**src/hw/rtl/min_coin_change_top_defines.svh**
```systemverilog
// Assertion macros for the minimum-coin change block
`ifndef MIN_COIN_CHANGE_TOP_DEFINES_SVH
`define MIN_COIN_CHANGE_TOP_DEFINES_SVH
// property that holds in the cycle after an antecedent
`define MCC_ASSERT_NEXT(label, clk, rst, ante, cons) \
  label: assert property (@(posedge clk) disable iff (rst) (ante) |=> (cons)) \
    else $error("assertion failed");
// property that holds in the same cycle
`define MCC_ASSERT_NOW(label, clk, rst, ante, cons) \
  label: assert property (@(posedge clk) disable iff (rst) (ante) |-> (cons)) \
    else $error("assertion failed");
`endif

```
**src/hw/rtl/mcc_pkg.sv**
```systemverilog
// Shared types and constants for the minimum-coin change block
package mcc_pkg;
  typedef enum logic [9:0] {
    ST_IDLE   = 10'b0000000001,
    ST_LOAD   = 10'b0000000010,
    ST_SINIT  = 10'b0000000100,
    ST_COIN   = 10'b0000001000,
    ST_WAIT   = 10'b0000010000,
    ST_STORE  = 10'b0000100000,
    ST_BTRD   = 10'b0001000000,
    ST_BTUSE  = 10'b0010000000,
    ST_EMIT   = 10'b0100000000,
    ST_INF    = 10'b1000000000
  } state_t;

  typedef struct packed {
    logic load_shift;   // one step of insertion shift
    logic load_start;
    logic s_init;
    logic coin_eval;
    logic s_store;
    logic bt_init;
    logic bt_read;
    logic bt_use;
    logic emit;
    logic emit_inf;
  } cmd_t;

  typedef struct packed {
    logic load_done;
    logic list_empty;
    logic amt_bad;
    logic coin_last;
    logic exact_hit;
    logic s_last;
    logic s_fail;
    logic bt_done;
    logic emit_last;
  } sts_t;
endpackage

```
**src/hw/rtl/mcc_ctrl.sv**
```systemverilog
// Controller state machine for the minimum-coin change block
module mcc_ctrl (
  input  logic          clk,
  input  logic          rst,
  input  logic          start,
  input  logic          func,
  input  mcc_pkg::sts_t sts,
  output mcc_pkg::cmd_t cmd,
  output logic          busy
);
  mcc_pkg::state_t state, state_next;

  always_ff @(posedge clk) begin
    if (rst) state <= mcc_pkg::ST_IDLE;
    else state <= state_next;
  end

  always_comb begin
    state_next = state;
    cmd = '0;
    case (state)
      mcc_pkg::ST_IDLE: begin
        if (start) begin
          if (!func) begin
            cmd.load_start = 1'b1;
            state_next = mcc_pkg::ST_LOAD;
          end else if (sts.list_empty || sts.amt_bad) begin
            state_next = mcc_pkg::ST_INF;
          end else begin
            cmd.s_init = 1'b1;
            state_next = mcc_pkg::ST_SINIT;
          end
        end
      end
      mcc_pkg::ST_LOAD: begin
        cmd.load_shift = 1'b1;
        if (sts.load_done) state_next = mcc_pkg::ST_IDLE;
      end
      mcc_pkg::ST_SINIT: state_next = mcc_pkg::ST_COIN;
      mcc_pkg::ST_COIN: begin
        cmd.coin_eval = 1'b1;
        state_next = mcc_pkg::ST_WAIT;
      end
      mcc_pkg::ST_WAIT: begin
        if (sts.exact_hit || sts.coin_last) state_next = mcc_pkg::ST_STORE;
        else state_next = mcc_pkg::ST_COIN;
      end
      mcc_pkg::ST_STORE: begin
        cmd.s_store = 1'b1;
        if (sts.s_last) begin
          if (sts.s_fail) state_next = mcc_pkg::ST_INF;
          else begin
            cmd.bt_init = 1'b1;
            state_next = mcc_pkg::ST_BTRD;
          end
        end else state_next = mcc_pkg::ST_COIN;
      end
      mcc_pkg::ST_BTRD: begin
        if (sts.bt_done) state_next = mcc_pkg::ST_EMIT;
        else begin
          cmd.bt_read = 1'b1;
          state_next = mcc_pkg::ST_BTUSE;
        end
      end
      mcc_pkg::ST_BTUSE: begin
        cmd.bt_use = 1'b1;
        state_next = mcc_pkg::ST_BTRD;
      end
      mcc_pkg::ST_EMIT: begin
        cmd.emit = 1'b1;
        if (sts.emit_last) state_next = mcc_pkg::ST_IDLE;
      end
      mcc_pkg::ST_INF: begin
        cmd.emit_inf = 1'b1;
        state_next = mcc_pkg::ST_IDLE;
      end
      default: state_next = mcc_pkg::ST_IDLE;
    endcase
  end

  assign busy = (state != mcc_pkg::ST_IDLE);
endmodule

```
**config.mk**
```make
export PLATFORM = sky130hd
export DESIGN_NAME = mcc_ctrl
export DESIGN_NICKNAME = d
export VERILOG_FILES = /design/src/hw/rtl/min_coin_change_top_defines.svh /design/src/hw/rtl/mcc_pkg.sv /design/src/hw/rtl/mcc_ctrl.sv
export SDC_FILE = /design/constraint.sdc
export NUM_CORES = 1
export LEC_CHECK = 0
export BUFFER_PORTS_ARGS = -buffer_cell sky130_fd_sc_hd__clkbuf_2
export CAP_MARGIN = 40
export CORE_MARGIN = 2
export CORE_UTILIZATION = 50
export CTS_BUF_LIST = sky130_fd_sc_hd__clkbuf_2
export DETAILED_ROUTE_END_ITERATION = 10
export PLACE_DENSITY = 0.84
export SYNTH_ARGS = -nofsm -noshare
export SYNTH_HDL_FRONTEND = slang
export SYNTH_SLANG_ARGS = --single-unit
```
**constraint.sdc**
```tcl
create_clock -name clk -period 3.5 [get_ports clk]
set_clock_uncertainty 0.15 [all_clocks]
set_input_delay 0.525 -clock clk [delete_from_list [all_inputs] [get_ports clk]]
set_output_delay 0.525 -clock clk [all_outputs]
set_load 0.005 [all_outputs]
```
# After elaboration in Yosys (flattened, before gate mapping)
# Index checks and enable logic that the tools add are counted.
[classes]
eq_ne = 14
mux = 25
n_reduce_logical = 3
[op_table]
columns = ["operator", "count"]
rows = [
  ["case mux 10 bit (9 select lines)", 1],
  ["2-to-1 mux 10 bit", 7],
  ["2-to-1 mux 1 bit", 12],
  ["equality test 10 x 1 -> 1 bit, second input constant", 1],
  ["equality test 10 bit, second input constant", 1],
  ["equality test 10 x 2 -> 1 bit, second input constant", 1],
  ["equality test 10 x 3 -> 1 bit, second input constant", 1],
  ["equality test 10 x 4 -> 1 bit, second input constant", 1],
  ["equality test 10 x 5 -> 1 bit, second input constant", 1],
  ["equality test 10 x 6 -> 1 bit, second input constant", 1],
  ["equality test 10 x 7 -> 1 bit, second input constant", 1],
  ["equality test 10 x 8 -> 1 bit, second input constant", 1],
  ["equality test 10 x 9 -> 1 bit, second input constant", 1],
  ["inequality test 10 x 1 -> 1 bit, second input constant", 1],
  ["2-to-1 mux 9 bit", 1],
  ["2-to-1 mux 2 bit", 3],
  ["2-to-1 mux 6 bit", 1],
  ["inequality test 2 bit, second input constant", 3],
  ["AND reduction 3 bit", 1],
  ["logical OR 1 bit", 2],
]
[totals]
register_bits = 10
input_bits = 13
word_cells = 43

# Logic depth before layout (Yosys ltp)
[depth]
ltp_word = 5
mapped_depth = 6
ltp_nobuf = 5

# Least setup slack after synthesis
# No wires, ideal clock.
[synth_timing]
path_type = "register -> output"
startpoint = "register state[0]"
endpoint = "output port cmd[6] (netlist name)"
t_arrival_ps = 1646
path_slack_ps = 1179
path_stages_with_launch = 6
path_buffers = 1
cell_sequence = "dfxtp_1 -> or4_4 -> nor3_1 -> nand2_1 -> nor3b_1 -> buf_4"
[synth_rtl]
columns = ["element", "line", "source"]
rows = [
  ["start: declaration", "mcc_ctrl.sv:11", "mcc_pkg::state_t state, state_next;"],
  ["start signal: assignment", "mcc_ctrl.sv:14", "if (rst) state <= mcc_pkg::ST_IDLE;"],
  ["start signal: assignment", "mcc_ctrl.sv:15", "else state <= state_next;"],
  ["end: declaration", "mcc_ctrl.sv:8", "output mcc_pkg::cmd_t cmd,"],
]

==> metrics.md <==
| Metric | Value |
|---|---|
| Via density | `between 5 and 6` |
| Final setup viols | `0` |
| Mapped Cells | `81` |
| Placed Area | `763 um^2` |
| Clock latency on the worst-skew pair | `between 0.2 and 0.3 ns` |
| Die height | `roughly 40 um` |
| Syn Std Cell Area | `roughly 650 um^2` |
| Post-route design area | `~800 um^2` |
| Final worst path period share | `0.817` |
| Antenna cells | `0` |
| Num Clock Sinks | `10` |
| Reg power frac | `0.497` |
| Largest net degree at the start of global routing | `10` |
| GPL Wtd Cong | `0.893` |
| Total track usage | `0.220` |
| Nets | `between 100 and 150` |
| First-pass detailed-route iteration total | `4` |
| Longest Clk Path Bufs | `2` |
| Worst path required time | `2.82 ns` |
| Post-Syn Nets | `94` |
| GRT overflow | `0` |
| Final worst path period need | `2.86 ns` |
| Cts bufs inserted | `3` |
| PwrDens | `approximately 320 mW/mm^2` |
| Sequential share of the synthesized area | `0.307` |
| Core ar. | `about 0.0013 mm^2` |
| Layout cell share with drive strength beyond 1 | `0.327` |
| Rel. slew slack | `0.651` |
| Maximum clock frequency | `350 MHz` |
| Hold_buf cts | `0` |
| Starting Density | `0.520` |
| Row Count | `13` |
| Critical path's largest stage delay | `roughly 0.56 ns` |
| Antenna violations before repair | `0` |
| Crit path buffers/inverters | `1` |
| Worst vdd ir | `0.000191 V` |
| IO Count | `24` |
| DR WL/cell | `12.6 um` |
| CTS tree | `built` |
| Slew Viols, Final | `0` |
| Die area | `around 0.0016 mm^2` |
| Regs by FF count | `state (10)` |
| Die Width | `about 40 um` |
| Setup CP Type | `register to output port` |
| Max FO, Critical Path | `6` |
| Int Power | `between 150 and 200 uW` |
| Clock Tree Root | `clkbuf_2` |
| Number of synthesized flops with an enable pin | `0` |
| DP HPWL | `between 1000 and 1500 um` |
| Largest reg by FF count | `state` |
| Final ANT Viol Nets | `0` |
| Crit-path cells | `or4_4, nor3_1, nand2_1, nor3b_1, clkbuf_2` |
| Status | `finished clean` |
| H-Tree Depth | `1` |
| Leak | `0.361 nW` |
| First-pass GRT wire length | `2280 um` |
| Max FFs per register | `10` |
| Syn Area/Cell | `8.05 um^2` |
| RSZ-0062 raised after global routing | `no` |
| Worst EP arrival | `2.18 ns` |
| Setup TNS | `0 ns` |
| Switching Share | `0.307` |
| Warnings from Yosys | `0` |
| Post-CTS sizing | `0` |
| Vias in the first global route | `532` |
| NetSw | `75.9 uW` |
| Most used DFF post-synth | `dfxtp_1` |
| Clock power frac | `0.247` |
| Clock transition at the registers of the reported paths | `approximately 0.10 ns` |
| Vias | `slightly below 700` |
| Max Cap Violations | `0` |
| Number of synthesized register bits | `10` |
| HP Class | `primary input to register` |
| Initial DRC count | `23` |
| WL final | `~1500 um` |
| Capturing element type of the critical path | `output port` |
| Combinational share of power | `0.256` |
| Worst slew pin tran | `between 0.5 and 0.6 ns` |
| Distinct cells, synth | `33` |
| Worst Setup Start Kind | `register` |
| Hold Vio Cnt, Final | `0` |
| Post-synth ARST share | `0` |
| Number of remaining DRC errors | `0` |
| Worst path slowest cell | `or4_4` |
| Delay-heaviest family, CP | `simple AND/OR/NAND/NOR gates` |
| Post-CTS Setup Bufs | `0` |
| Port bufs | `23` |
| Final core utilization | `0.621` |
| Layout area overhead | `19.4%` |
## worst paths after layout
path / start / depth (start not counted) / end / slack (ns)
max reg2reg: state[0] / 4 / state[2] / 1.37
max: state[0] / 5 / cmd[6] / 0.64
min: sts[1] / 2 / state[7] / 0.31
min reg2reg: state[3] / 1 / state[4] / 0.45
## logic make-up (layout without fill, tap and decap cells)
family | Yosys count | after routing | synth area share
DFF | 10 | 10 | 0.307
AOI/OAI and AO/OA | 14 | 14 | 0.155
xor gates and xnor gates | 1 | 1 | 0.0134
and+or+nand+nor | 47 | 47 | 0.455
buffers and inverters | 9 | 32 | 0.0691
## metal layers
layer,part of all wire,wire (um),GRT usage
met5,0,0,0
met1,0.45,675,0.269
met4,0.0053,8,0.0517
met2,0.49,737,0.359
met3,0.053,79,0.0833
## power groups by stage
stage	Sequential, mW	Combinational, mW	Clock [mW]
detailed placement	0.125	0.0621	0
floorplan	0.124	0.0420	0
global route	0.123	0.0691	0.0695
global placement	0.125	0.0615	0
finish	0.123	0.0633	0.0611
CTS	0.122	0.0626	0.0643
## Yosys cell counts, drive strengths merged (2+ instances only)
library cell	instances	share of area
o32a	2	0.031
o21ai	2	0.015
nand3b	2	0.023
nor4	4	0.038
nand2	3	0.017
or2	3	0.029
or4	4	0.069
nor3	5	0.046
inv	6	0.035
nor2	10	0.058
buf	2	0.029
a21oi	2	0.015
nor4b	4	0.054
o21a	2	0.023
nand2b	4	0.038
dfxtp	10	0.31
a2bb2oi	2	0.027
## layout make-up
| cell class | count | area [um^2] |
|---|---|---|
| flip-flops and latches | 10 | 200 |
| multi-input cells | 62 | 407 |
| well taps | 15 | 18.8 |
| repair buffers | 23 | 115 |
| inverters | 6 | 22.5 |
| fillers | 105 | 474 |
| clock buffers | 3 | 15.0 |
## cells in the final DEF, fill, tap and decap left out
cell type	instances
nor2b_1	1
and2_1	1
and2b_1	1
or4_4	4
inv_1	6
o21a_1	2
or3_1	1
o21ai_0	2
nand3_1	1
nand4_1	1
nor4_1	4
nand3b_1	2
a2bb2oi_1	2
a21oi_1	2
a22oi_1	1
xor2_1	1
a211o_1	1
nand2b_1	4
nor3_2	1
clkbuf_2	26
o22ai_1	1
o32a_1	2
and4_1	1
nor3b_1	1
nor4b_1	4
a31oi_1	1
nand2_1	3
nor2_1	10
or2_2	3
nor3_1	4
dfxtp_1	10
## metrics by stage
step           std cells  worst slack, ns  power [mW]  hold slack (ns)
3_5_place_dp         116            0.953       0.187            0.438
3_3_place_gp         116            0.990       0.186            0.423
5_1_grt              119            0.476       0.262            0.287
4_1_cts              119            0.655       0.249            0.297
6_report             119            0.641       0.247            0.306
2_1_floorplan         81             1.18       0.166            0.368
No activity file was read; power rests on OpenSTA's default activity.
